**src/rtl/psrl_pkg.sv**
```systemverilog
// Shared types, constants and codes for the per-source rate limit blocker.
package psrl_pkg;

    localparam int TABLE_ENTRIES_DEF = 1024;

    localparam int          ADDR_W     = 32;
    localparam int          TIME_W     = 64;
    localparam int          LEN_W      = 40;
    localparam int          THR_W      = 16;
    localparam int          CNT_W      = 17;
    localparam int          CFG_IDX_W  = 2;
    localparam logic [CNT_W-1:0] COUNT_MAX = '1;

    localparam logic [THR_W-1:0] THRESHOLD_RST = 16'd250;
    localparam logic [LEN_W-1:0] WINDOW_RST    = 40'd1000000000;
    localparam logic [LEN_W-1:0] BLOCK_RST     = 40'd60000000000;

    typedef enum logic [CFG_IDX_W-1:0] {
        CFG_THRESHOLD = 2'd0,
        CFG_WINDOW    = 2'd1,
        CFG_BLOCK     = 2'd2
    } t_cfg_idx;

    typedef enum logic [1:0] {
        V_PASS     = 2'd0,
        V_REDIRECT = 2'd1,
        V_ABORT    = 2'd2
    } t_verdict;

    typedef enum logic [2:0] {
        S_IDLE,
        S_SCAN,
        S_EVAL_A,
        S_EVAL_B,
        S_COMMIT,
        S_INSERT
    } t_state;

    // One table entry as it is kept in the RAM.
    typedef struct packed {
        logic [ADDR_W-1:0] key;
        logic [TIME_W-1:0] window_start;
        logic [TIME_W-1:0] block_end;
        logic [CNT_W-1:0]  count;
        logic              active;
    } t_entry;

    typedef struct packed {
        logic load;
        logic scan;
        logic eval_a;
        logic eval_b;
        logic commit_hit;
        logic commit_miss;
    } t_cmd;

    typedef struct packed {
        logic hit;
        logic miss;
    } t_status;

endpackage

```
**src/rtl/psrl_ctrl.sv**
```systemverilog
// Sequencer for lookup, evaluation and update of one packet.
module psrl_ctrl (
    input  logic             i_clk,
    input  logic             i_rst_n,
    input  logic             i_start,
    input  psrl_pkg::t_status i_status,
    output psrl_pkg::t_cmd   o_cmd,
    output logic             o_busy
);
    import psrl_pkg::*;

    t_state r_state;
    t_state n_state;

    always_ff @(posedge i_clk) begin
        if (!i_rst_n) begin
            r_state <= S_IDLE;
        end else begin
            r_state <= n_state;
        end
    end

    always_comb begin
        n_state = r_state;
        unique case (r_state)
            S_IDLE: begin
                if (i_start) n_state = S_SCAN;
            end
            S_SCAN: begin
                if (i_status.hit) begin
                    n_state = S_EVAL_A;
                end else if (i_status.miss) begin
                    n_state = S_INSERT;
                end
            end
            S_EVAL_A: n_state = S_EVAL_B;
            S_EVAL_B: n_state = S_COMMIT;
            S_COMMIT: n_state = S_IDLE;
            S_INSERT: n_state = S_IDLE;
            default:  n_state = S_IDLE;
        endcase
    end

    always_comb begin
        o_cmd  = '0;
        o_busy = 1'b1;
        unique case (r_state)
            S_IDLE: begin
                o_busy     = 1'b0;
                o_cmd.load = i_start;
            end
            S_SCAN:   o_cmd.scan        = 1'b1;
            S_EVAL_A: o_cmd.eval_a      = 1'b1;
            S_EVAL_B: o_cmd.eval_b      = 1'b1;
            S_COMMIT: o_cmd.commit_hit  = 1'b1;
            S_INSERT: o_cmd.commit_miss = 1'b1;
            default:  o_busy = 1'b1;
        endcase
    end

endmodule

```
**config.mk**
```make
export PLATFORM = sky130hd
export DESIGN_NAME = psrl_ctrl
export DESIGN_NICKNAME = d
export VERILOG_FILES = /design/src/rtl/psrl_pkg.sv /design/src/rtl/psrl_ctrl.sv
export SDC_FILE = /design/constraint.sdc
export NUM_CORES = 1
export LEC_CHECK = 0
export BUFFER_PORTS_ARGS = -buffer_cell sky130_fd_sc_hd__buf_2
export CAP_MARGIN = 20
export CORE_AREA = 3 3 40 42
export CTS_BUF_LIST = sky130_fd_sc_hd__clkbuf_4 sky130_fd_sc_hd__clkbuf_8
export CTS_CLUSTER_SIZE = 28
export DETAILED_ROUTE_END_ITERATION = 8
export DIE_AREA = 0 0 43 45
export GPL_ROUTABILITY_DRIVEN = 0
export PLACE_DENSITY_LB_ADDON = 0.2
export SETUP_SLACK_MARGIN = 0.02
export SYNTH_ARGS = -nofsm -noshare
export SYNTH_HDL_FRONTEND = slang
export SYNTH_SLANG_ARGS = --single-unit
```
**constraint.sdc**
```tcl
create_clock -name i_clk -period 1.05 [get_ports i_clk]
set_input_delay 0.105 -clock i_clk [delete_from_list [all_inputs] [get_ports i_clk]]
set_output_delay 0.105 -clock i_clk [all_outputs]
set_load 0.005 [all_outputs]
```
==> metrics.md <==
| Metric | Value |
|---|---|
| Combinational share of power | `0.228` |
| Failing checks | `negative setup slack` |
| First-pass GRT wire length | `slightly above 800 um` |
| Hold/Removal Path Class | `input port to flip-flop` |
| Slowest CP cell | `or3_4` |
| Worst slew margin | `0.859` |
| Clock power share | `0.497` |
| Clk_lat worst skew | `roughly 240 ps` |
| Worst Setup Path Type | `flip-flop to output pin` |
| Static leakage | `0.160 nW` |
| Max-cap violations | `0` |
| Most instantiated cells after synthesis | `dfxtp_1, nor3b_1` |
| Synth area leader | `dfxtp_1` |
| Power per cell area | `1430 nW/um2` |
| Cell variety after synth | `15` |
| Fmax | `~820 MHz` |
| Final ANT Viol Nets | `0` |
| Finished Layout Cells | `54` |
| Vias | `about 220` |
| CTS tree | `yes` |
| CTS Root Buffer Type | `clkbuf_4` |
| Placed Area | `273 um2` |
| TritonCTS Buffers | `3` |
| Critical path's top delay family | `simple AND/OR/NAND/NOR gates` |
| Setup tns final | `-608 ps` |
| Max H-tree Level | `1` |
| CTS max path bufs | `2` |
| Worst Hold Slack | `roughly 130 ps` |
| Worst-margin pin slew | `210 ps` |
| Max Slew Vio Count | `0` |
| Top Registers | `r_state: 3 flops` |
| Top cell type's share of synthesized area | `0.310` |
| Worst Path Buf+Inv | `1` |
| Register bit total from synthesis | `3` |
| Sequential share of the synthesized area | `0.310` |
| Finished Core Util | `0.256` |
| Layout cells sized above 1 | `0.641` |
| Gate count of the mapped netlist | `23` |
| Clock skew | `roughly 2.4 ps` |
| CP Cell Sequence | `or3_4 > nor2_2 > buf_2` |
| Final Routed Wirelength | `between 500 and 600 um` |
| Rows | `13` |
| Final setup fails | `7` |
| Final Hold Fails | `0` |
| Final Cycle Share | `1.17` |
| Setup crit start kind | `flip-flop` |
| Sw Share | `0.254` |
| Total gr overflow | `0` |
| Core area | `1280 um2` |
| Worst-path clk slew | `approximately 40 ps` |
| Top FF cell, synth | `dfxtp_1` |
| Cell area after layout | `329 um2` |
| Vias per cell | `4.13` |
| Power, Total | `roughly 0.47 mW` |
| Critical Path End Type | `output pin` |
| Maximum vdd ir drop | `a little under 0.001 V` |
| # IOs | `12` |
| Place WS | `roughly 58 ps` |
| DR WL/cell | `9.61 um` |
| Top post-synthesis cells by area | `dfxtp_1, nor3b_1, nand2b_1` |
| DRT iter0 DRCs | `6` |
| Detail Placement HPWL | `about 360 um` |
| DRC viols | `0` |
| Antenna violations before repair | `0` |
| Flop pwr share | `0.275` |
| Initial Utilization | `0.151` |
| Synthesized area per cell | `around 8.4 um2` |
| Die Footprint | `1940 um2` |
| Most flop-heavy register | `r_state` |
| Number of global-route vias before repair | `190` |
| Fin worst setup slack | `-174 ps` |
| Port bufs | `11` |
| Maximum fanout along the worst path | `5` |
| Max FFs per register | `3` |
| Placed cells | `just under 50` |
| Chip Height | `about 45 um` |
| Router iterations before antenna repair | `4` |
| TritonCTS Sinks | `3` |
| Req. time, crit path | `about 940 ps` |
| Largest net degree at the start of global routing | `11` |
| EDFF count, synth | `0` |
| Fin nets | `45` |
| Post-Syn Area | `between 150 and 200 um2` |
| Number of inserted diodes | `0` |
| Unrepaired setup endpoints after global routing | `yes` |
| Die W | `between 40 and 50 um` |
| Internal power | `about 0.35 mW` |
| Outcome | `finished, violations left` |
| GRT Util Overall | `0.0632` |
| Worst EP arrival | `1120 ps` |
| Area growth syn-to-layout | `69.7%` |
| Post-synth ARST share | `0` |
| Syn nets | `28` |
| Switching power total | `approximately 0.12 mW` |
| Min Tclk post-route | `about 1200 ps` |
| CP max stage delay | `roughly 370 ps` |
| Ys Warns | `0` |
==> worst reg2reg max path: stages (launching register included) <==
cell	delay (ps)
dfxtp_4	350
buf_6	120
buf_4	140
o21a_1	180
nor3_2	130
==> timing repair <==
item,CTS,global route
hold endpoints to repair,0,0
endpoints found under the setup margin,7,8
pin swaps,0,2
gates resized for setup,5,1
hold buffers,0,0
setup buffers,1,0
==> power by group through the flow <==
stage / combinational (mW) / clock, mW / sequential (mW)
CTS: 0.106 / 0.243 / 0.131
global route: 0.118 / 0.255 / 0.131
floorplan: 0.0620 / 0 / 0.128
finish: 0.107 / 0.234 / 0.129
global placement: 0.0976 / 0 / 0.131
detailed placement: 0.0980 / 0 / 0.131
==> worst paths after layout <==
path                                  from    endpoint  slack, ps  cells past startpoint
worst max-delay path            r_state[2]    o_cmd[5]       -170                      3
worst min-delay path               i_start  r_state[0]        130                      3
worst max register to register  r_state[1]  r_state[0]         60                      4
worst min register to register  r_state[1]  r_state[0]        540                      2
==> cells in the final DEF (no fill, tap or decap) <==
cell type / netlist / routed
a21oi_1: 1 / 1
and3_1: 1 / 1
buf_2: 2 / 11
buf_4: 0 / 2
buf_6: 0 / 1
clkbuf_4: 0 / 4
dfxtp_1: 3 / 1
dfxtp_2: 0 / 1
dfxtp_4: 0 / 1
inv_1: 2 / 2
nand2b_1: 2 / 2
nand3b_1: 1 / 1
nor2_2: 1 / 1
nor2b_1: 1 / 1
nor3_1: 2 / 1
nor3_2: 1 / 2
nor3b_1: 3 / 2
nor3b_2: 0 / 1
o2111a_1: 1 / 1
o21a_1: 1 / 1
or3_4: 1 / 1
==> kinds of logic after synthesis <==
logic type / count (synthesis) / share of synthesized area
compound gates: 3 / 0.123
simple gates: 13 / 0.477
buf+inv: 4 / 0.0903
flops: 3 / 0.310
==> area by class of cell <==
| class | count | area, um2 |
|---|---|---|
| Fill cell | 139 | 956 |
| Multi-Input combinational cell | 16 | 126 |
| Timing Repair Buffer | 14 | 81.3 |
| Sequential cell | 3 | 65.1 |
| Clock buffer | 4 | 30.0 |
| Tap cell | 15 | 18.8 |
| Inverter | 2 | 7.51 |
==> layer usage <==
layer	vias up	GRT usage	routed length (um)
met5	-	0	0
met2	12	0.0868	215
met4	0	0.0542	9
met3	2	0.0558	72
met1	99	0.0577	220
li1	110	-	-
(Power assumes the default switching activity.)
