===== config.mk =====
export PLATFORM = sky130hd
export DESIGN_NAME = psrl_dp
export DESIGN_NICKNAME = d
export VERILOG_FILES = /design/src/rtl/psrl_pkg.sv /design/src/rtl/psrl_dp.sv
export SDC_FILE = /design/constraint.sdc
export NUM_CORES = 1
export LEC_CHECK = 0
export ABC_CLOCK_PERIOD_IN_PS = 16700
export BUFFER_PORTS_ARGS = -buffer_cell sky130_fd_sc_hd__buf_2
export CAP_MARGIN = 15
export CORE_MARGIN = 5
export CORE_UTILIZATION = 45
export CTS_CLUSTER_SIZE = 24
export DETAILED_ROUTE_END_ITERATION = 10
export GPL_ROUTABILITY_DRIVEN = 1
export MAX_ROUTING_LAYER = met4
export PLACE_DENSITY = 0.66
export SETUP_SLACK_MARGIN = 0.1
export SYNTH_ARGS = -nofsm -noshare
export SYNTH_HDL_FRONTEND = slang
export SYNTH_SLANG_ARGS = --single-unit

===== constraint.sdc =====
create_clock -name i_clk -period 16.7 [get_ports i_clk]
set_clock_uncertainty 0.1 [all_clocks]
set_input_delay 1.67 -clock i_clk [delete_from_list [all_inputs] [get_ports i_clk]]
set_output_delay 1.67 -clock i_clk [all_outputs]
set_load 0.005 [all_outputs]

===== src/rtl/psrl_pkg.sv =====
// Shared types, constants and codes for the per-source rate limit blocker.
package psrl_pkg;

    localparam int TABLE_ENTRIES_DEF = 1024;

    localparam int          ADDR_W     = 32;
    localparam int          TIME_W     = 64;
    localparam int          LEN_W      = 40;
    localparam int          THR_W      = 16;
    localparam int          CNT_W      = 17;
    localparam int          CFG_IDX_W  = 2;
    localparam logic [CNT_W-1:0] COUNT_MAX = '1;

    localparam logic [THR_W-1:0] THRESHOLD_RST = 16'd250;
    localparam logic [LEN_W-1:0] WINDOW_RST    = 40'd1000000000;
    localparam logic [LEN_W-1:0] BLOCK_RST     = 40'd60000000000;

    typedef enum logic [CFG_IDX_W-1:0] {
        CFG_THRESHOLD = 2'd0,
        CFG_WINDOW    = 2'd1,
        CFG_BLOCK     = 2'd2
    } t_cfg_idx;

    typedef enum logic [1:0] {
        V_PASS     = 2'd0,
        V_REDIRECT = 2'd1,
        V_ABORT    = 2'd2
    } t_verdict;

    typedef enum logic [2:0] {
        S_IDLE,
        S_SCAN,
        S_EVAL_A,
        S_EVAL_B,
        S_COMMIT,
        S_INSERT
    } t_state;

    // One table entry as it is kept in the RAM.
    typedef struct packed {
        logic [ADDR_W-1:0] key;
        logic [TIME_W-1:0] window_start;
        logic [TIME_W-1:0] block_end;
        logic [CNT_W-1:0]  count;
        logic              active;
    } t_entry;

    typedef struct packed {
        logic load;
        logic scan;
        logic eval_a;
        logic eval_b;
        logic commit_hit;
        logic commit_miss;
    } t_cmd;

    typedef struct packed {
        logic hit;
        logic miss;
    } t_status;

endpackage


===== src/rtl/psrl_dp.sv =====
// Datapath: configuration registers, table scan, time checks and entry update.
module psrl_dp #(
    parameter int TABLE_ENTRIES = psrl_pkg::TABLE_ENTRIES_DEF
) (
    input  logic                                 i_clk,
    input  logic                                 i_rst_n,
    input  psrl_pkg::t_cmd                       i_cmd,
    output psrl_pkg::t_status                    o_status,
    input  logic [psrl_pkg::ADDR_W-1:0]          i_source_address,
    input  logic [psrl_pkg::TIME_W-1:0]          i_now_ns,
    input  logic                                 i_cfg_we,
    input  logic [psrl_pkg::CFG_IDX_W-1:0]       i_cfg_index,
    input  logic [psrl_pkg::LEN_W-1:0]           i_cfg_data,
    output logic                                 o_ram_we,
    output logic [$clog2(TABLE_ENTRIES)-1:0]     o_ram_waddr,
    output psrl_pkg::t_entry                     o_ram_wdata,
    output logic                                 o_ram_re,
    output logic [$clog2(TABLE_ENTRIES)-1:0]     o_ram_raddr,
    input  psrl_pkg::t_entry                     i_ram_rdata,
    output logic                                 o_valid,
    output logic [1:0]                           o_verdict,
    output logic                                 o_block_started
);
    import psrl_pkg::*;

    localparam int IW = $clog2(TABLE_ENTRIES);
    localparam int FW = $clog2(TABLE_ENTRIES + 1);

    logic [THR_W-1:0]  r_threshold;
    logic [LEN_W-1:0]  r_window_len;
    logic [LEN_W-1:0]  r_block_len;

    logic [FW-1:0]     r_fill;
    logic [FW-1:0]     r_idx;
    logic [IW-1:0]     r_pidx;
    logic              r_pend;
    logic [IW-1:0]     r_slot;
    logic [ADDR_W-1:0] r_src;
    logic [TIME_W-1:0] r_now;
    t_entry            r_ent;

    logic              r_blocked;
    logic [TIME_W-1:0] r_diff;
    logic [CNT_W-1:0]  r_cnt_inc;
    logic              r_in_win;
    logic              r_over;
    logic [TIME_W-1:0] r_new_end;

    logic              r_valid;
    t_verdict          r_verdict;
    logic              r_started;

    logic              issue;
    logic              hit;
    logic              full;

    always_ff @(posedge i_clk) begin
        if (!i_rst_n) begin
            r_threshold  <= THRESHOLD_RST;
            r_window_len <= WINDOW_RST;
            r_block_len  <= BLOCK_RST;
        end else if (i_cfg_we) begin
            unique case (i_cfg_index)
                CFG_THRESHOLD: r_threshold  <= i_cfg_data[THR_W-1:0];
                CFG_WINDOW:    r_window_len <= i_cfg_data;
                CFG_BLOCK:     r_block_len  <= i_cfg_data;
                default:       r_threshold  <= r_threshold;
            endcase
        end
    end

    // Slots fill in order and are never freed, so a slot is in use exactly
    // when its index is below the fill count.
    assign issue = i_cmd.scan && (r_idx < r_fill);
    assign hit   = r_pend && (i_ram_rdata.key == r_src);
    assign full  = (r_fill == FW'(TABLE_ENTRIES));

    assign o_status.hit  = hit;
    assign o_status.miss = !hit && !r_pend && !(r_idx < r_fill);

    assign o_ram_re    = issue;
    assign o_ram_raddr = r_idx[IW-1:0];

    always_ff @(posedge i_clk) begin
        if (!i_rst_n) begin
            r_pend <= 1'b0;
            r_fill <= '0;
        end else begin
            if (i_cmd.load) begin
                r_pend <= 1'b0;
            end else if (i_cmd.scan) begin
                r_pend <= issue;
            end
            if (i_cmd.commit_miss && !full) begin
                r_fill <= r_fill + FW'(1);
            end
        end
    end

    always_ff @(posedge i_clk) begin
        if (i_cmd.load) begin
            r_src <= i_source_address;
            r_now <= i_now_ns;
            r_idx <= '0;
        end else if (issue) begin
            r_idx  <= r_idx + FW'(1);
            r_pidx <= r_idx[IW-1:0];
        end
        if (i_cmd.scan && hit) begin
            r_ent  <= i_ram_rdata;
            r_slot <= r_pidx;
        end
        if (i_cmd.eval_a) begin
            r_blocked <= r_ent.active && (r_now < r_ent.block_end);
            r_diff    <= r_now - r_ent.window_start;
            r_cnt_inc <= (r_ent.count == COUNT_MAX) ? r_ent.count
                                                    : r_ent.count + CNT_W'(1);
        end
        if (i_cmd.eval_b) begin
            r_in_win  <= (r_diff[TIME_W-1:LEN_W] == '0) &&
                         (r_diff[LEN_W-1:0] < r_window_len);
            r_over    <= r_cnt_inc > {1'b0, r_threshold};
            r_new_end <= r_now + {{(TIME_W-LEN_W){1'b0}}, r_block_len};
        end
    end

    // Entry update for a known or a new source; the verdict is registered below.
    always_comb begin
        o_ram_we    = 1'b0;
        o_ram_waddr = r_slot;
        o_ram_wdata = r_ent;
        if (i_cmd.commit_hit && !r_blocked) begin
            o_ram_we = 1'b1;
            if (r_in_win) begin
                o_ram_wdata.count = r_cnt_inc;
                if (r_over) begin
                    o_ram_wdata.block_end = r_new_end;
                    o_ram_wdata.active    = 1'b1;
                end
            end else begin
                o_ram_wdata.window_start = r_now;
                o_ram_wdata.count        = CNT_W'(1);
                o_ram_wdata.block_end    = '0;
                o_ram_wdata.active       = 1'b0;
            end
        end else if (i_cmd.commit_miss && !full) begin
            o_ram_we                 = 1'b1;
            o_ram_waddr              = r_fill[IW-1:0];
            o_ram_wdata.key          = r_src;
            o_ram_wdata.window_start = r_now;
            o_ram_wdata.count        = CNT_W'(1);
            o_ram_wdata.block_end    = '0;
            o_ram_wdata.active       = 1'b0;
        end
    end

    always_ff @(posedge i_clk) begin
        if (!i_rst_n) begin
            r_valid <= 1'b0;
        end else begin
            r_valid <= i_cmd.commit_hit || i_cmd.commit_miss;
        end
        if (i_cmd.commit_hit) begin
            if (r_blocked) begin
                r_verdict <= V_REDIRECT;
                r_started <= 1'b0;
            end else if (r_in_win && r_over) begin
                r_verdict <= V_REDIRECT;
                r_started <= 1'b1;
            end else begin
                r_verdict <= V_PASS;
                r_started <= 1'b0;
            end
        end else if (i_cmd.commit_miss) begin
            r_verdict <= full ? V_ABORT : V_PASS;
            r_started <= 1'b0;
        end
    end

    assign o_valid         = r_valid;
    assign o_verdict       = r_verdict;
    assign o_block_started = r_started;

endmodule


==> summary.md, run 1 <==
| Metric | Value |
|---|---|
| Status | finished clean |
| Pin count of the biggest net entering global routing | 84 |
| CP max stage delay | between 0.5 and 0.6 ns |
| Post-layout min period | between 5 and 6 ns |
| Sequential cell area | between 15,000 and 20,000 um2 |
| Cell Pwr Density | 101 nW/um2 |
| Reg2Reg Setup Slack | 12.38 ns |
| Fillers | just over 6k |
| Top-count cell post-synth | edfxtp_1 |
| Antenna Nets Post-Route | 0 |
| Average cell area after synthesis | around 11 um2 |
| Layout cells sized above 1 | 22.4% |
| Library cells used by synthesis | a little over 80 |
| Fin. Hold Viols | 0 |
| DRT Pass-1 Iters | 5 |
| Initial antenna violation count | 19 |
| DRT iter0 DRCs | approximately 2.0k |
| Vias in the first global route | about 24k |
| Worst Setup End Kind | primary output |
| Placement-stage cell area | between 30,000 and 40,000 um2 |
| GRT Util Overall | around a quarter |
| Multi-input logic area | about 14,000 um2 |
| Clock slew at reported path FFs | 0.06 ns |
| H-tree lvl count | 3 |
| Number of synthesized flops with an enable pin | around 450 |
| Syn-to-layout area delta | 18.4% |
| Vias per inst | around 5.6 |
| Die span in y | roughly 270 um |
| CP arrival | between 4 and 5 ns |
| Port Buf Inserts | 530 |
| CP Buf/Inv Count | 5 |
| Final WL | 95,100 um |
| GR Overflow Total | 0 |
| Worst slew margin | 22.7% |
| Gate count after technology mapping | ~2.8k |
| Static Leak | about 15 nW |
| Post-detail-place hpwl | 72,200 um |
| Hold Buf Count CTS | 0 |
| CTS buffer count | 66 |
| Fin cells | between 4k and 5k |
| CTS tree | yes |
| Ys Warns | 0 |
| Die footprint | about 74,000 um2 |
| Reg2reg end | r_ent[61] |
| Nets | just under 4k |
| RSZ-0062 raised after global routing | false |
| # IOs | around 530 |
| Yosys top cell area share | about 43% |
| Wire per inst | 22.2 um |
| FFs w/ async S/R, synth | 0% |
| Worst slack, placed | 10.80 ns |
| Worst vdd ir | roughly 0.08 mV |
| Top cells by area, synth | edfxtp_1, ha_1, dfxtp_1 |
| Commonest cells post-synth | edfxtp_1, nand2_1, ha_1, inv_1, a21oi_1 |
| Worst setup path endpoint | o_ram_wdata[141] |
| FF+latch count, synth | approximately 570 |
| DRC viols | 0 |
| First-pass GRT wire length | roughly 140,000 um |
| Tcrit/Tclk final | between 30% and 40% |
| Critical path startpoint | i_cmd[0] |
| Root Buffer | clkbuf_16 |
| Worst Hold Class | reg -> reg |
| Critical Path RT | around 15 ns |
| Cell type group with the largest total delay on the critical path | buffers and inverters |
| Design Area, Final | 36,700 um2 |
| Insertion delay to the later sink of the worst-skew pair | 0.61 ns |
| Top_reg_cell synth | edfxtp_1 |
| Worst-path cell chain | buf_2 -> and2_1 -> nor2_1 -> buf_4 -> inv_1 -> nand2_4 -> buf_4 -> mux2_2 -> buf_2 |
| Die width | 272 um |
| Register area share after synthesis | around half |
| Post-CTS Resized | 0 |
| WS Path Type | in -> out |
| R2R cell count | 7 |
| Starting density of the core | between 40% and 50% |
| Final Slew Violations | 0 |
| Setup WS post-layout | 10.78 ns |
| Reg2reg start | r_src[16] |
| CP max stage cell | buf_4 |
| Worst-Margin Slew | about 1.2 ns |
| Max FO, Critical Path | 47 |
| Setup TNS | 0 ns |
| Startpoint Class | input port |
| CTS sink cnt | 565 |
| Total number of vias | between 20k and 25k |
| Yosys top cell by area | edfxtp_1 |
| Syn nets | about 3.4k |
| Total core area | about 68,000 um2 |
| Max clock buf depth | 3 |
| Total power | around 3.7 mW |
| Max-cap viol count | 0 |
| Highest clock rate | ~170 MHz |
| Row Count | 96 |
| Placed cell count | between 4k and 5k |
| Syn Std Cell Area | about 31,000 um2 |
| Postcts setup bufs | 0 |
| Final setup fails | 0 |
| Critical Path Stages | 9 |
| Routability Congestion | 0.975 |
[layout make-up]
type	count	share of cell area (%)
repair buffers	547	7.61
clock buffers	79	4.67
diodes	13	0.0888
multi-input cells	1927	37.8
clock inverters	42	1.54
inverters	226	2.31
flip-flops and latches	565	43.0
well taps	882	3.01
[through the flow]
step	hold WS [ns]	utilization, %
after floorplan	0.300	-
after global placement	0.301	50.2
after detailed placement	0.305	50.2
after CTS	0.318	53.5
after global routing	0.325	53.5
final	0.318	53.5
[sequential cells by signal (all words and copies together) (netlist names), 11 cells and up]
signal / cells
r_cnt_inc: 17
r_idx: 11
r_src: 32
r_diff: 64
r_now: 64
r_ent: 178
r_threshold: 16
r_fill: 11
r_window_len: 40
r_new_end: 64
r_block_len: 40
[worst min-delay path by stage]
stage          cells after the start   endpoint  slack [ns]      start
3_3_place_gp                       0  r_slot[1]        0.30  r_pidx[1]
2_1_floorplan                      0  r_slot[0]        0.30  r_pidx[0]
3_5_place_dp                       0  r_slot[4]        0.30  r_pidx[4]
5_1_grt                            0  r_slot[8]        0.33  r_pidx[8]
6_report                           0  r_slot[8]        0.32  r_pidx[8]
4_1_cts                            0  r_slot[5]        0.32  r_pidx[5]
[routing by layer]
metal | vias to the layer above | global-route usage, % | routed length (um)
li1 | 11400 | - | -
met1 | 11600 | 33.9 | 41600
met2 | 830 | 41.0 | 45400
met3 | 182 | 3.73 | 5160
met4 | 0 | 7.38 | 2960
met5 | - | - | 0
[cells by family (layout without fill, tap and decap cells)]
kind of cell | count (synthesis) | in the layout | synth area share [%]
multiplexers | 94 | 94 | 3.41
AO/OA/AOI/OAI | 670 | 670 | 14.8
AND/OR/NAND/NOR | 741 | 741 | 11.5
flip-flops | 565 | 565 | 50.9
buffers and inverters | 354 | 894 | 4.49
adder cells (fa/ha/maj) | 237 | 237 | 9.63
XOR/XNOR | 185 | 185 | 5.23
other | 0 | 13 | 0
[power breakdown]
part           switching (mW)  total [mW]  internal, mW  leakage (nW)
registers              0.0559        1.66          1.60          5.19
logic                   0.282       0.498         0.216          9.18
clock network           0.613        1.53         0.914          1.11
total                   0.952        3.69          2.73          15.5
[placed cells by master (no fill, tap or decap), drive strengths merged, types with 92 or more instances in the layout]
| cell type | count |
|---|---|
| mux2 | 92 |
| dfxtp | 120 |
| a21oi | 149 |
| edfxtp | 445 |
| ha | 235 |
| nand2 | 316 |
| nor2 | 111 |
| buf | 547 |
| a21o | 97 |
| o21ai | 106 |
| inv | 230 |
| xnor2 | 124 |
Note: power is estimated with default switching activity, not from simulation.
==> inputs of run 2 (changes only) <==
- ABC_CLOCK_PERIOD_IN_PS: 16700 -> 5800
- clock period: 16.7 -> 5.8 ns (I/O delays scaled with it)
==> run 2 against run 1 <==
Wire length down 0.15%. Clock power increased to 2.7 times the previous value. Combinational power rose to 3.0 times the previous value. Cell area decreased by 0.58%. Sequential power grew to 2.9 times the previous value. Register-to-register slack got worse by 11 ns. Non-clock buffer count is 1 lower. Critical path type is now reg -> out. Critical endpoint is now o_ram_wdata[118]. Highest routed layer unchanged.
==> summary.md, run 2 (synthesis gave the netlist of run 1 again) <==
| Metric | Value |
|---|---|
| Die span in y | between 200 and 300 um |
| Status | finished clean |
| Post-layout min period | between 4 and 5 ns |
| Reg2reg start | r_now[6] |
| Fin. Hold Viols | 0 |
| Reg power frac | 46.2% |
| Root Buffer | clkbuf_16 |
| Design Area, Final | 36,400 um2 |
| Setup TNS | 0 ns |
| Worst hold path endpoint | r_ent[122] |
| Placement-stage cell area | approximately 34,000 um2 |
| Port Buf Inserts | 530 |
| Starting density of the core | 45.2% |
| # IOs | approximately 530 |
| DRC viols | 0 |
| Startpoint Class | flip-flop |
| Die footprint | between 70,000 and 80,000 um2 |
| Layout cells sized above 1 | between 20% and 30% |
| Clk pwr share | between 30% and 40% |
| DRT Pass-1 Iters | 8 |
| Setup WS post-layout | approximately 1.3 ns |
| Postcts setup bufs | 0 |
| Max clock buf depth | 3 |
| Worst Hold Class | in -> reg |
| Hold Buf Count CTS | 0 |
| CTS buffer count | 66 |
| Pin count of the biggest net entering global routing | between 80 and 90 |
| Placed cell count | about 4.1k |
| Cell Pwr Density | approximately 280 nW/um2 |
| Die width | ~270 um |
| Initial antenna violation count | 15 |
| RSZ-0062 raised after global routing | false |
| Syn-to-layout area delta | 17.7% |
| Logic pwr share | between 10% and 20% |
| Reg2Reg Setup Slack | about 1.9 ns |
| Clock slew at reported path FFs | approximately 0.060 ns |
| CP arrival | ~3.8 ns |
| GR Overflow Total | 0 |
| Largest reg by FF count | r_ent |
| Commonest cells after routing, fill and taps aside | buf_2, edfxtp_1, nand2_1 |
| Worst vdd ir | 0.233 mV |
| Static Leak | roughly 15 nW |
| Reg2reg end | r_new_end[59] |
| Vias per inst | 5.55 |
| Critical Path RT | between 5 and 6 ns |
| Nets | a little under 4k |
| Max FO, Critical Path | 48 |
| Total core area | slightly below 70,000 um2 |
| Max-cap viol count | 0 |
| Final Slew Violations | 0 |
| Total number of vias | ~24k |
| Final WL | 94,900 um |
| DRT iter0 DRCs | about 1.9k |
| CTS sink cnt | 565 |
| Highest clock rate | around 220 MHz |
| Routability Congestion | 0.968 |
| Worst-Margin Slew | 1.20 ns |
| Hold depth | 1 |
| GRT Util Overall | 25.3% |
| Fin cells | approximately 4.3k |
| Largest register FFs | between 150 and 200 |
| Commonest non-fill, non-tap cell in the layout | buf_2 |
| Post-CTS Resized | 0 |
| Cell-internal power | ~7.6 mW |
| Insertion delay to the later sink of the worst-skew pair | 0.60 ns |
| H-tree lvl count | 3 |
| Wire per inst | roughly 22 um |
| WS Path Type | reg -> out |
| Final setup fails | 0 |
| CTS tree | yes |
| Sw power | ~2.7 mW |
| HP Start | i_ram_rdata[122] |
| Worst Setup End Kind | primary output |
| Antenna Nets Post-Route | 0 |
| Worst slack, placed | roughly 1.9 ns |
| First-pass GRT wire length | roughly 140,000 um |
| Tcrit/Tclk final | 77.2% |
| Vias in the first global route | around 23k |
| Worst slew margin | approximately a fifth |
| Row Count | 96 |
| Net Sw Frac | 25.9% |
| R2R cell count | 11 |
| Post-detail-place hpwl | between 70,000 and 80,000 um |
run 2: worst max-delay path, cell delays in order, from the launching register on:
cell and delay (ns):
dfxtp_1 0.34, inv_1 0.07, nor4_1 0.27, nand4_1 0.15
and2_1 0.27, nor2_1 0.13, buf_4 0.22, inv_1 0.16
nand2_4 0.63, buf_4 0.43, mux2_2 0.38, buf_2 0.13
run 2: how the worst max path moves through the flow:
stage,cells after the start,start,to,slack (ns)
2_1_floorplan,6,i_ram_rdata[156],r_ent[0],1.40
3_3_place_gp,8,i_ram_rdata[177],r_ent[56],1.93
3_5_place_dp,8,i_ram_rdata[169],r_ent[56],1.90
4_1_cts,11,r_fill[10],o_ram_wdata[118],1.26
5_1_grt,11,r_fill[10],o_ram_wdata[141],1.02
6_report,11,r_fill[10],o_ram_wdata[118],1.32
run 2: power groups by stage:
stage	sequential, mW	clock (mW)	combinational [mW]
after floorplan	4.78	0	0.902
after global placement	4.84	0	1.45
after detailed placement	4.84	0	1.45
after CTS	4.76	4.14	1.46
after global routing	4.77	4.31	1.61
final	4.76	4.06	1.47
run 2: layout make-up:
| type | instances | area, um2 |
|---|---|---|
| Timing Repair Buffer | 546 | 2810 |
| Clock inverter | 28 | 273 |
| Clock buffer | 88 | 1790 |
| Antenna cell | 6 | 15.0 |
| Sequential cell | 565 | 15800 |
| Multi-Input combinational cell | 1927 | 13800 |
| Inverter | 226 | 848 |
| Tap cell | 882 | 1100 |
| Fill cell | 6102 | 32000 |
run 2: through the flow:
step | util [%] | hold slack [ns] | total power, mW
2_1_floorplan | - | 0.300 | 5.68
3_3_place_gp | 50.2 | 0.300 | 6.28
3_5_place_dp | 50.2 | 0.305 | 6.29
4_1_cts | 53.2 | 0.0125 | 10.4
5_1_grt | 53.2 | 0.0177 | 10.7
6_report | 53.2 | 0.0514 | 10.3
run 2: per-layer routing:
metal / GRT usage [%] / wire (um) / vias to the layer above
li1: - / - / 11300
met1: 34.1 / 42400 / 11400
met2: 41.1 / 45300 / 742
met3: 3.56 / 5000 / 156
met4: 5.71 / 2270 / 0
met5: - / 0 / -
