[src/rtl/psrl_ram.sv]
// Generic single-write, single-read RAM with registered read data.
module psrl_ram #(
    parameter int WIDTH = 8,
    parameter int DEPTH = 16
) (
    input  logic                     i_clk,
    input  logic                     i_we,
    input  logic [$clog2(DEPTH)-1:0] i_waddr,
    input  logic [WIDTH-1:0]         i_wdata,
    input  logic                     i_re,
    input  logic [$clog2(DEPTH)-1:0] i_raddr,
    output logic [WIDTH-1:0]         o_rdata
);

    logic [WIDTH-1:0] r_mem [DEPTH];
    logic [WIDTH-1:0] r_rdata;

    always_ff @(posedge i_clk) begin
        if (i_we) begin
            r_mem[i_waddr] <= i_wdata;
        end
        if (i_re) begin
            r_rdata <= r_mem[i_raddr];
        end
    end

    assign o_rdata = r_rdata;

endmodule

[config.mk]
export PLATFORM = sky130hd
export DESIGN_NAME = psrl_ram
export DESIGN_NICKNAME = d
export VERILOG_FILES = /design/src/rtl/psrl_ram.sv
export SDC_FILE = /design/constraint.sdc
export NUM_CORES = 1
export LEC_CHECK = 0
export ABC_AREA = 1
export BUFFER_PORTS_ARGS = -buffer_cell sky130_fd_sc_hd__buf_2
export CAP_MARGIN = 5
export CORE_ASPECT_RATIO = 1.4
export CORE_UTILIZATION = 45
export CTS_BUF_LIST = sky130_fd_sc_hd__clkbuf_8 sky130_fd_sc_hd__clkbuf_16
export CTS_CLUSTER_SIZE = 25
export DETAILED_ROUTE_END_ITERATION = 10
export PLACE_DENSITY_LB_ADDON = 0.2
export SYNTH_ARGS = -nofsm -noshare
export SYNTH_HDL_FRONTEND = slang
export SYNTH_SLANG_ARGS = --single-unit
[constraint.sdc]
create_clock -name i_clk -period 2.1 [get_ports i_clk]
set_input_delay 0.42 -clock i_clk [delete_from_list [all_inputs] [get_ports i_clk]]
set_output_delay 0.42 -clock i_clk [all_outputs]
set_load 0.1 [all_outputs]
==> results by stage, run 1 <==
Clocking:
- The count of instances resized after the clock tree is built is 0.
- The clock net sink count is 136.
- The cell at the root of the clock tree is sky130_fd_sc_hd__clkbuf_16.
- The source-to-sink clock delay at the later pin of the worst-skew pair is 0.41 ns.
- Clock tree synthesis inserted a total of 17 buffers.
- The clock passes through at most 2 buffers.
- TritonCTS built the clock tree.
- In this run, post-CTS hold repair placed 0 buffers.
- The number of levels the H-tree was split into is 4.
- After clock tree synthesis, the setup repair step added 0 buffers.
- The clock-pin slew reported for the worst setup and hold paths after clock tree synthesis is 0.06 ns.

Yosys:
- The number of nets handed over by synthesis was 570.
- The area fraction of the dominant cell type after synthesis is 69.85%.
- The share of the yosys chip area belonging to registers is 69.85%.
- The commonest cells after synthesis are 173 x sky130_fd_sc_hd__nand2_1, 136 x sky130_fd_sc_hd__edfxtp_1, 100 x sky130_fd_sc_hd__inv_1.
- The most common cell in the synthesized netlist is sky130_fd_sc_hd__nand2_1.
- Sorting the synthesized cells by area gives the leading types as sky130_fd_sc_hd__edfxtp_1 70%, sky130_fd_sc_hd__nand2_1 11%, sky130_fd_sc_hd__nand3_1 8.3%.
- The warning count from the yosys run is 0.
- The number of instances in the synthesized netlist is 551.
- The number of synthesized flops with an enable pin is 136.
- The largest area contributor in the synthesized netlist is sky130_fd_sc_hd__edfxtp_1.
- Counting flops with an async set or reset pin after synthesis yields a share of 0%.
- Dividing the synthesized area by the synthesized cell count gives 10.61 sq um.
- Synthesis inferred 136 register bits.
- The flip-flop cell with the highest count after synthesis is sky130_fd_sc_hd__edfxtp_1.
- After synthesis, the netlist uses 11 different library cells.
- The synthesized netlist occupies a cell area of 5847 sq um.

GRT:
- The overall global routing resource usage is 21.41%.
- The wire length of the first global-routing pass is 20.54 mm.
- Entering global routing, the biggest net connects 65 pins.
- The number of global-route vias before repair is 3,929.
- After global routing the overflow that remains totals 0.
- The initial antenna violation count is 0.

Detailed routing:
- The number of design-rule violations left by the first detailed-router iteration is 293.
- In the routed design, unresolved DRC markers number 2.
- The count of nets left with antenna violations once routing finished came out at 0.
- After detailed routing, the number of vias per cell comes to 5.164.
- The total wire length after detailed routing is 13.11 mm.
- The total number of vias is 3,904.
- After detailed routing, the average wire length per cell comes to 17.35 um.
- The first TritonRoute pass finished after 8 iterations.

Power and ir drop:
- The cell leakage power is 2.931 nW.
- The power per unit of standard cell area is 934.8 nW/um^2.
- VDD sags by at most 0.4862 mV.
- After layout, the design draws a total of 6.279 mW.

Floorplan:
- The floorplan die area is 13,460 sq um.
- The height of the chip is 136.9 um.
- Once the floorplan was initialized, standard cells occupied 46.80% of the core.
- The I/O pin count is 27.
- The core area is 12,490 sq um.
- The standard-cell row count is 48.
- The chip width is 98.34 um.

Timing:
- At the pin with the least slew margin, the transition time is 0.6349 ns.
- Setup violations remaining at the end of the flow were counted as 0.
- Setup repair after global routing left no endpoint under its margin.
- Subtracting the final worst setup slack from the clock period gives 1.635 ns.
- The relative max-transition margin is 57.61%.
- On the final layout, the worst clock skew is 0.008170 ns.
- The maximum achievable frequency is 611.7 MHz.
- The total negative slack for setup checks is 0 ns.
- The number of pins exceeding their max-slew limit in the final report is 0.
- The total count of hold-check failures in the final report is 0.
- The share of the clock period used by the worst path is 77.85%.

Placed design:
- In this run the tool buffered the top-level ports with 26 buffer cells.
- Routability-driven placement finished with a final weighted congestion of 0.7845.
- The HPWL after detailed placement is 8.059 mm.

Finish:
- The area growth from synthesis to layout is 14.87%.
- The net count reported at finish is 612.
- Cells with a size suffix above 1 make up 12.38% of the layout.
- After filler insertion, the fill cell instance count of the layout stands at 1,103.
- The post-layout utilization of the core is 53.77%.
- 0 antenna diodes ended up in the layout.

Setup path:
- STA classifies the critical path startpoint as a flip-flop.
- The classification of the worst setup path is flip-flop to primary output.
- The required time at the endpoint of the critical path is 1.68 ns.
- The worst setup path startpoint is o_rdata[3]$_DFFE_PP_.
- For this design, the slowest cell found on the critical path is sky130_fd_sc_hd__buf_2.
- Traced cell by cell, the critical path runs through buf_2.
- The delay of the slowest cell on the worst path is 0.44 ns.
- STA puts the critical path data arrival time at 1.21 ns.
- The buffering stage count on the worst path with inverters included is 1.
- The capturing element type of the critical path is a primary output.
- The critical path's top delay family is buffers and inverters.
- In this run the worst path has a maximum fanout of 1.
- The worst register-to-register path begins at r_mem[0][6]$_DFFE_PP_.

Outcome:
- The run finished, with violations left.
- The final reports fail on design-rule violations.

Worst hold path:
- The hold path startpoint is i_re.
- The path class of the tightest hold or removal check is primary input to flip-flop.

Job:
- Across the run, the number of max-cap violations was 0.
## cells in the final DEF (no fill, tap or decap)
master and n:
sky130_fd_sc_hd__buf_2 26, sky130_fd_sc_hd__buf_4 20, sky130_fd_sc_hd__buf_12 1, sky130_fd_sc_hd__clkinv_2 5, sky130_fd_sc_hd__nand2_1 173, sky130_fd_sc_hd__inv_1 105
sky130_fd_sc_hd__nand3b_1 2, sky130_fd_sc_hd__inv_2 2, sky130_fd_sc_hd__clkinvlp_4 2, sky130_fd_sc_hd__bufinv_16 2, sky130_fd_sc_hd__clkbuf_16 17, sky130_fd_sc_hd__nand3_1 97
sky130_fd_sc_hd__clkinv_1 1, sky130_fd_sc_hd__edfxtp_1 136, sky130_fd_sc_hd__nor2_1 17
## kinds of logic (layout without fill, tap and decap cells)
group | count (synthesis) | in the layout | synth area share, %
flops | 136 | 136 | 69.85
buf+inv | 126 | 181 | 9.394
simple gates | 289 | 289 | 20.76
## where the power goes
group / switching (mW) / total, mW / internal (mW) / leakage [nW]
clock network: 1.04 / 2.75 / 1.70 / 0.286
logic: 0.352 / 0.457 / 0.105 / 1.41
registers: 0.0159 / 3.08 / 3.06 / 1.24
total: 1.41 / 6.28 / 4.87 / 2.93
## worst paths after layout
| check | to | slack [ns] | cells past startpoint |
|---|---|---|---|
| max reg2reg | o_rdata[6]$_DFFE_PP_ | 0.95 | 6 |
| max | o_rdata[3] | 0.47 | 1 |
| min reg2reg | o_rdata[5]$_DFFE_PP_ | 0.73 | 6 |
| min | o_rdata[2]$_DFFE_PP_ | 0.37 | 1 |
## metal layers
layer	vias up	wire [um]	global-route usage [%]
met1	1866	5274	25.34
li1	1861	-	-
met3	32	710	4.443
met5	-	0	0
met2	145	6625	36.38
met4	0	504	12.35
## cell type report
cell class,count,area [sq um],share of cell area (%)
clock buffer,17,425.4,6.334
tap,150,187.7,2.794
inverter,102,382.9,5.700
timing repair buffer,47,300.3,4.471
multi-input combinational,289,1214,18.07
clock inverter,15,122.6,1.826
sequential,136,4084,60.80
## through the flow
stage / setup WS [ns] / area, sq um / std cells / hold WS, ns
floorplan: 0.7292 / 5847 / 551 / 0.5189
global placement: 0.3924 / 6168 / 724 / 0.7060
global route: 0.4358 / 6716 / 756 / 0.3619
finish: 0.4651 / 6716 / 756 / 0.3716
detailed placement: 0.3744 / 6168 / 724 / 0.7142
CTS: 0.4572 / 6716 / 756 / 0.3625
## state kept, by name (all words and copies together) (netlist names)
name,flops
o_rdata,8
r_mem,128
Power figures use the tool's default switching activity.
==> inputs of run 2 (changes only) <==
clock period = 1.5 ns   (was 2.1 ns; I/O delays follow)
==> results by stage, run 2 (synthesis results as in run 1) <==
Detailed routing:
- The post-detailed-route count of antenna-violating nets came to 0 (unchanged).
- The via density per instance is 5.123 (was 5.164).
- The total wire length after detailed routing came to 13.94 mm (was 13.11 mm).
- The final routed DRC violation total is 2 (unchanged).
- The total number of vias is 3,909 (was 3,904).
- The number of design-rule violations left by the first detailed-router iteration is 255 (was 293).
- The post-detailed-route wirelength per cell is 18.28 um (was 17.35 um).
- The first-pass iteration count of the detailed router is 8 (unchanged).

Worst hold path:
- The endpoint of the worst hold path is o_rdata[4]$_DFFE_PP_ (was o_rdata[2]$_DFFE_PP_).
- The depth of the worst hold-timing path came to 1 (unchanged).
- The hold path startpoint is i_re (unchanged).
- The class of the worst hold path is primary input to flip-flop (unchanged).

Clocking:
- The TritonCTS clock tree is built (unchanged).
- The cell at the root of the clock tree is sky130_fd_sc_hd__clkbuf_16 (unchanged).
- The maximum clock path buffer count is 2 (unchanged).
- The source-to-sink clock delay at the later pin of the worst-skew pair is 0.41 ns (about the same).
- The clock-pin slew reported for the worst setup and hold paths after clock tree synthesis is 0.06 ns (about the same).
- The number of clock buffers inserted by TritonCTS is 17 (unchanged).
- The clock net sink count was 136 (unchanged).
- The number of levels the H-tree was split into is 4 (unchanged).

Power and ir drop:
- The cell leakage power is 3.012 nW (was 2.931 nW).
- The power per unit of standard cell area is 1339 nW/um^2 (was 934.8 nW/um^2).
- The peak supply drop is 0.8739 mV (was 0.4862 mV).

Setup path:
- The path depth of the worst reg2reg path came to 6 (unchanged).
- The critical path arrival is 1.14 ns (was 1.21 ns).
- Ordered cell list for the critical path: buf_2 (unchanged).
- The startpoint type of the worst setup path is a flip-flop (unchanged).
- The classification of the worst setup path is flip-flop to primary output (unchanged).
- The peak fanout along the critical path is 1 (unchanged).
- The reg-to-reg endpoint is o_rdata[4]$_DFFE_PP_ (was o_rdata[6]$_DFFE_PP_).
- The startpoint of the worst-slack reg-to-reg timing path is r_mem[1][4]$_DFFE_PP_ (was r_mem[0][6]$_DFFE_PP_).
- The required time at the endpoint of the critical path is 1.20 ns (was 1.68 ns).
- The buffering stage count on the worst path with inverters included is 1 (unchanged).
- The delay of the slowest cell on the worst path is 0.42 ns (was 0.44 ns).
- The capturing element type of the critical path is a primary output (unchanged).
- The slowest cell on the critical path is sky130_fd_sc_hd__buf_2 (unchanged).
- The path length in cells of the critical path is 1 (unchanged).
- The critical path's top delay family is buffers and inverters (unchanged).
- The minimum setup slack among reg-to-reg paths came to 0.34 ns (was 0.95 ns).

Floorplan:
- The I/O pin count is 27 (unchanged).
- The height of the chip is 136.9 um (unchanged).
- The chip width is 98.34 um (unchanged).
- The floorplan die area is 13,460 sq um (unchanged).
- The standard-cell row count is 48 (unchanged).
- The core area is 12,490 sq um (unchanged).
- The effective utilization at floorplan is 46.80% (unchanged).

Timing:
- The final critical path takes up 96.04% of the cycle.
- The final critical path time including I/O delays and setup is 1.441 ns.
- The total negative slack for setup checks is 0 ns (unchanged).
- The slew at the pin closest to its max-slew limit is 0.6026 ns (was 0.6349 ns).
- The final setup violation count is 0 (unchanged).
- The number of pins exceeding their max-slew limit in the final report is 0 (unchanged).
- The maximum achievable frequency is 694.2 MHz.
- The minimum hold slack came to 0.2543 ns (was 0.3716 ns).
- The relative max-transition margin is 59.77% (was 57.61%).
- The total count of hold-check failures in the final report is 0 (unchanged).
- The final critical-path setup slack is 0.05945 ns (was 0.4651 ns).
- The final setup skew is 0.007700 ns (was 0.008170 ns).
- RSZ-0062 raised after global routing: false (unchanged).

Finish:
- The count of filler cells inserted in the layout came to 1,082 (was 1,103).
- The layout cell share with drive strength beyond 1 is 13.87% (was 12.38%).
- The most common library cell in the layout ignoring fill and taps is sky130_fd_sc_hd__nand2_1 (unchanged).
- The top register by number of flip-flops is r_mem (unchanged).
- The post-layout utilization of the core is 55.61% (was 53.77%).
- The flip-flop and latch area is 4084 sq um (unchanged).
- The number of antenna diodes came to 0 (unchanged).
- The area growth from synthesis to layout came to 18.81% (was 14.87%).
- The footprint of the multi-input gates is 1214 sq um (unchanged).
- Most frequent cells in the layout: 173 x sky130_fd_sc_hd__nand2_1, 136 x sky130_fd_sc_hd__edfxtp_1, 100 x sky130_fd_sc_hd__inv_1 (was 173 x sky130_fd_sc_hd__nand2_1, 136 x sky130_fd_sc_hd__edfxtp_1, 105 x sky130_fd_sc_hd__inv_1).
- The net count reported at finish is 619 (was 612).
- The number of flip-flops under the largest register name is 128 (unchanged).

Placed design:
- The pre-CTS setup slack is -0.03631 ns (was 0.3744 ns).
- The sum of net half-perimeters after detailed placement is 9.041 mm (was 8.059 mm).
- The count of input and output buffers is 26 (unchanged).
- The placer's final routability congestion estimate is 0.8320 (was 0.7845).

Outcome:
- Failing checks: design-rule violations (unchanged).
- Status: finished, violations left (unchanged).

GRT:
- The overall global routing resource usage is 22.68% (was 21.41%).
- The number of global-route vias before repair is 3,989 (was 3,929).
- The initial antenna violation count is 0 (unchanged).
- The maximum number of pins on one net before global-route repair is 33 (was 65).
- The leftover overflow at the end of global routing is 0 (unchanged).
- The wire length of the first global-routing pass is 21.58 mm (was 20.54 mm).

Job:
- The max capacitance violation total is 0 (unchanged).
==> run 2: area by class of cell <==
class                           count  area share [%]
Multi-Input combinational cell    289           17.47
Inverter                          102           5.512
Sequential cell                   136           58.79
Clock buffer                       17           6.124
Timing Repair Buffer               54           6.772
Clock inverter                     15           2.630
Tap cell                          150           2.702
==> run 2: how the worst max path moves through the flow <==
| stage | startpoint | to | slack [ns] |
|---|---|---|---|
| after global placement | i_raddr[1] | o_rdata[4]$_DFFE_PP_ | -0.01 |
| after CTS | o_rdata[5]$_DFFE_PP_ | o_rdata[5] | 0.007 |
| final | o_rdata[4]$_DFFE_PP_ | o_rdata[4] | 0.06 |
| after floorplan | i_waddr[2] | r_mem[10][0]$_DFFE_PP_ | 0.25 |
| after global routing | o_rdata[4]$_DFFE_PP_ | o_rdata[4] | 0.02 |
| after detailed placement | i_raddr[0] | o_rdata[3]$_DFFE_PP_ | -0.04 |
==> run 2: repair_timing <==
action                     4_1_cts  5_1_grt
hold buffers                     0        0
pin swaps                        0        0
setup endpoints to repair        5        2
buffers inserted                 0        0
resized for setup                5        2
==> run 2: per-stage QoR <==
stage,instances,instance area (sq um),power [mW]
2_1_floorplan,551,5847,4.813
3_3_place_gp,731,6321,5.076
3_5_place_dp,731,6321,5.088
4_1_cts,763,6942,9.344
5_1_grt,763,6947,9.580
6_report,763,6947,9.301
==> run 2: power by group <==
part	internal, mW	total (mW)	switching (mW)
Sequential	4.28	4.31	0.0270
Combinational	0.197	0.708	0.511
Clock	2.75	4.28	1.53
==> run 2: metal layers <==
metal | global-route usage [%] | up-vias | wire length [um]
met5 | 0 | - | 0
met4 | 12.19 | 0 | 516
met3 | 4.750 | 30 | 640
met2 | 40.57 | 134 | 7343
met1 | 25.40 | 1868 | 5444
li1 | - | 1877 | -
==> inputs of run 3 (changes only) <==
CTS_BUF_LIST = sky130_fd_sc_hd__clkbuf_16   (was sky130_fd_sc_hd__clkbuf_8 sky130_fd_sc_hd__clkbuf_16)
HOLD_SLACK_MARGIN = 0.1   (was default)
REMOVE_ABC_BUFFERS = 1   (was default)
==> results by stage, run 3 (synthesis results as in run 1) <==
Outcome:
- Status: finished, violations left (unchanged).
- Failing checks: design-rule violations (unchanged).

Finish:
- The most common library cell in the layout ignoring fill and taps is sky130_fd_sc_hd__nand2_1 (unchanged).
- The number of flip-flops under the largest register name is 128 (unchanged).
- The layout cell share with drive strength beyond 1 was 12.19% (was 13.87%).
- The net count reported at finish was 617 (was 619).
- The area growth from synthesis to layout is 15.39% (was 18.81%).
- The flip-flop and latch area was 4084 sq um (unchanged).
- The total non-filler cell area in the finished layout came to 6746 sq um (was 6947 sq um).
- The count of filler cells inserted in the layout is 1,087 (was 1,082).
- The top register by number of flip-flops is r_mem (unchanged).
- The number of antenna diodes is 0 (unchanged).
- The footprint of the multi-input gates came to 1214 sq um (unchanged).
- Most frequent cells in the layout: 173 x sky130_fd_sc_hd__nand2_1, 136 x sky130_fd_sc_hd__edfxtp_1, 102 x sky130_fd_sc_hd__inv_1 (was 173 x sky130_fd_sc_hd__nand2_1, 136 x sky130_fd_sc_hd__edfxtp_1, 100 x sky130_fd_sc_hd__inv_1).

Timing:
- The final setup violation count was 0 (unchanged).
- The maximum achievable frequency is 717.9 MHz (was 694.2 MHz).
- RSZ-0062 raised after global routing: false (unchanged).
- The number of pins exceeding their max-slew limit in the final report was 0 (unchanged).
- The share of the clock period used by the worst path is 92.87% (was 96.04%).
- The final critical-path setup slack is 0.1070 ns (was 0.05945 ns).
- The slew at the pin closest to its max-slew limit is 0.6282 ns (was 0.6026 ns).
- The relative max-transition margin is 58.12% (was 59.77%).
- The final setup skew was 0.004660 ns (was 0.007700 ns).
- The final critical path time including I/O delays and setup is 1.393 ns (was 1.441 ns).
- The total negative slack for setup checks is 0 ns (unchanged).
- The total count of hold-check failures in the final report is 0 (unchanged).
- The minimum hold slack is 0.2619 ns (was 0.2543 ns).

Detailed routing:
- The number of design-rule violations left by the first detailed-router iteration was 235 (was 255).
- The first-pass iteration count of the detailed router is 8 (unchanged).
- The via density per instance is 4.987 (was 5.123).
- The final routed DRC violation total is 3 (was 2).
- The total wire length after detailed routing is 13.04 mm (was 13.94 mm).
- The total number of vias came to 3,775 (was 3,909).
- The post-detailed-route count of antenna-violating nets came to 0 (unchanged).
- The post-detailed-route wirelength per cell is 17.22 um (was 18.28 um).

GRT:
- The leftover overflow at the end of global routing was 0 (unchanged).
- The wire length of the first global-routing pass is 20.46 mm (was 21.58 mm).
- The overall global routing resource usage was 21.12% (was 22.68%).
- The maximum number of pins on one net before global-route repair was 35 (was 33).
- The initial antenna violation count is 0 (unchanged).
- The number of global-route vias before repair is 3,762 (was 3,989).

Clocking:
- The maximum clock path buffer count is 2 (unchanged).
- The TritonCTS clock tree is built (unchanged).
- The clock-pin slew reported for the worst setup and hold paths after clock tree synthesis is 0.05 ns (was 0.06 ns).
- The clock net sink count was 136 (unchanged).
- The source-to-sink clock delay at the later pin of the worst-skew pair is 0.40 ns (was 0.41 ns).
- The number of clock buffers inserted by TritonCTS was 17 (unchanged).
- The number of setup buffers added after CTS is 0 (unchanged).
- The cell at the root of the clock tree was sky130_fd_sc_hd__clkbuf_16 (unchanged).
- The number of levels the H-tree was split into was 4 (unchanged).

Floorplan:
- The effective utilization at floorplan is 46.80% (unchanged).
- The floorplan die area came to 13,460 sq um (unchanged).
- The standard-cell row count is 48 (unchanged).
- The chip width is 98.34 um (unchanged).
- The height of the chip came to 136.9 um (unchanged).
- The I/O pin count is 27 (unchanged).
- The core area came to 12,490 sq um (unchanged).

Setup path:
- The buffering stage count on the worst path with inverters included was 1 (unchanged).
- The startpoint type of the worst setup path is a flip-flop (unchanged).
- The startpoint of the worst-slack reg-to-reg timing path is r_mem[9][5]$_DFFE_PP_ (was r_mem[1][4]$_DFFE_PP_).
- The capturing element type of the critical path is a primary output (unchanged).
- Ordered cell list for the critical path: clkbuf_4 (was buf_2).
- The critical path's top delay family is flip-flops (was buffers and inverters).
- The required time at the endpoint of the critical path is 1.20 ns (about the same).
- The minimum setup slack among reg-to-reg paths is 0.36 ns (was 0.34 ns).
- The delay of the slowest cell on the worst path was 0.39 ns (was 0.42 ns).
- The peak fanout along the critical path is 1 (unchanged).
- The classification of the worst setup path is flip-flop to primary output (unchanged).
- The reg-to-reg endpoint is o_rdata[5]$_DFFE_PP_ (was o_rdata[4]$_DFFE_PP_).
- The path depth of the worst reg2reg path came to 6 (unchanged).
- The critical path arrival is 1.09 ns (was 1.14 ns).
- The slowest cell on the critical path was sky130_fd_sc_hd__edfxtp_1 (was sky130_fd_sc_hd__buf_2).

Placed design:
- The count of input and output buffers is 26 (unchanged).
- The pre-CTS setup slack is -0.05735 ns (was -0.03631 ns).
- The placer's final routability congestion estimate is 0.8556 (was 0.8320).
- The post-placement cell area came to 6231 sq um (was 6321 sq um).
- The sum of net half-perimeters after detailed placement came to 8.507 mm (was 9.041 mm).

Power and ir drop:
- The cell leakage power is 2.935 nW (was 3.012 nW).
- The peak supply drop is 0.6596 mV (was 0.8739 mV).
- The power per unit of standard cell area came to 1261 nW/um^2 (was 1339 nW/um^2).
- The overall power consumption was 8.505 mW (was 9.301 mW).

Job:
- The max capacitance violation total is 0 (unchanged).

Worst hold path:
- The endpoint of the worst hold path is o_rdata[3]$_DFFE_PP_ (was o_rdata[4]$_DFFE_PP_).
- The depth of the worst hold-timing path came to 1 (unchanged).
- The hold path startpoint is i_re (unchanged).
- The class of the worst hold path is primary input to flip-flop (unchanged).
## run 3: worst register-to-register path: stages (launching register included)
cell	delay, ns
sky130_fd_sc_hd__edfxtp_1	0.37
sky130_fd_sc_hd__inv_1	0.06
sky130_fd_sc_hd__nand2_1	0.04
sky130_fd_sc_hd__nand3_1	0.08
sky130_fd_sc_hd__nand3_1	0.15
sky130_fd_sc_hd__nand3_1	0.14
sky130_fd_sc_hd__nand2_1	0.06
## run 3: routing by layer
| metal | part of all wire, % | vias up | GRT usage [%] |
|---|---|---|---|
| li1 | - | 1866 | - |
| met1 | 41 | 1783 | 25.63 |
| met2 | 51 | 111 | 37.09 |
| met3 | 5.7 | 15 | 4.545 |
| met4 | 1.6 | 0 | 7.794 |
| met5 | 0 | - | 0 |
## run 3: layout make-up
type	instances	area share, %
clock buffer	17	6.306
clock inverter	11	1.039
inverter	102	5.675
multi-input combinational	289	17.99
sequential	136	60.53
tap	150	2.782
timing repair buffer	52	5.675
## run 3: where the power goes
group	switching (mW)	total, mW	internal [mW]
clock	1.35	3.53	2.18
sequential	0.0265	4.31	4.29
combinational	0.492	0.665	0.172
## run 3: worst max path at each step
| stage | from | to | cells after the start |
|---|---|---|---|
| after floorplan | i_raddr[0] | o_rdata[2]$_DFFE_PP_ | 6 |
| after global placement | i_raddr[0] | o_rdata[5]$_DFFE_PP_ | 8 |
| after detailed placement | i_raddr[0] | o_rdata[5]$_DFFE_PP_ | 8 |
| after CTS | o_rdata[3]$_DFFE_PP_ | o_rdata[3] | 1 |
| after global routing | o_rdata[1]$_DFFE_PP_ | o_rdata[1] | 1 |
| final | o_rdata[2]$_DFFE_PP_ | o_rdata[2] | 1 |
## run 3: repair_timing
action / in CTS / in global routing
setup endpoints to repair: 3 / 5
resized for setup: 3 / 5
hold buffers: 0 / 0
pin swaps: 0 / 0
## run 3: per-stage QoR
| step | cells | utilization [%] |
|---|---|---|
| after global placement | 729 | 49.88 |
| after CTS | 757 | 53.91 |
| final | 757 | 54.01 |
| after global routing | 757 | 54.01 |
| after detailed placement | 729 | 49.88 |
| after floorplan | 527 | - |
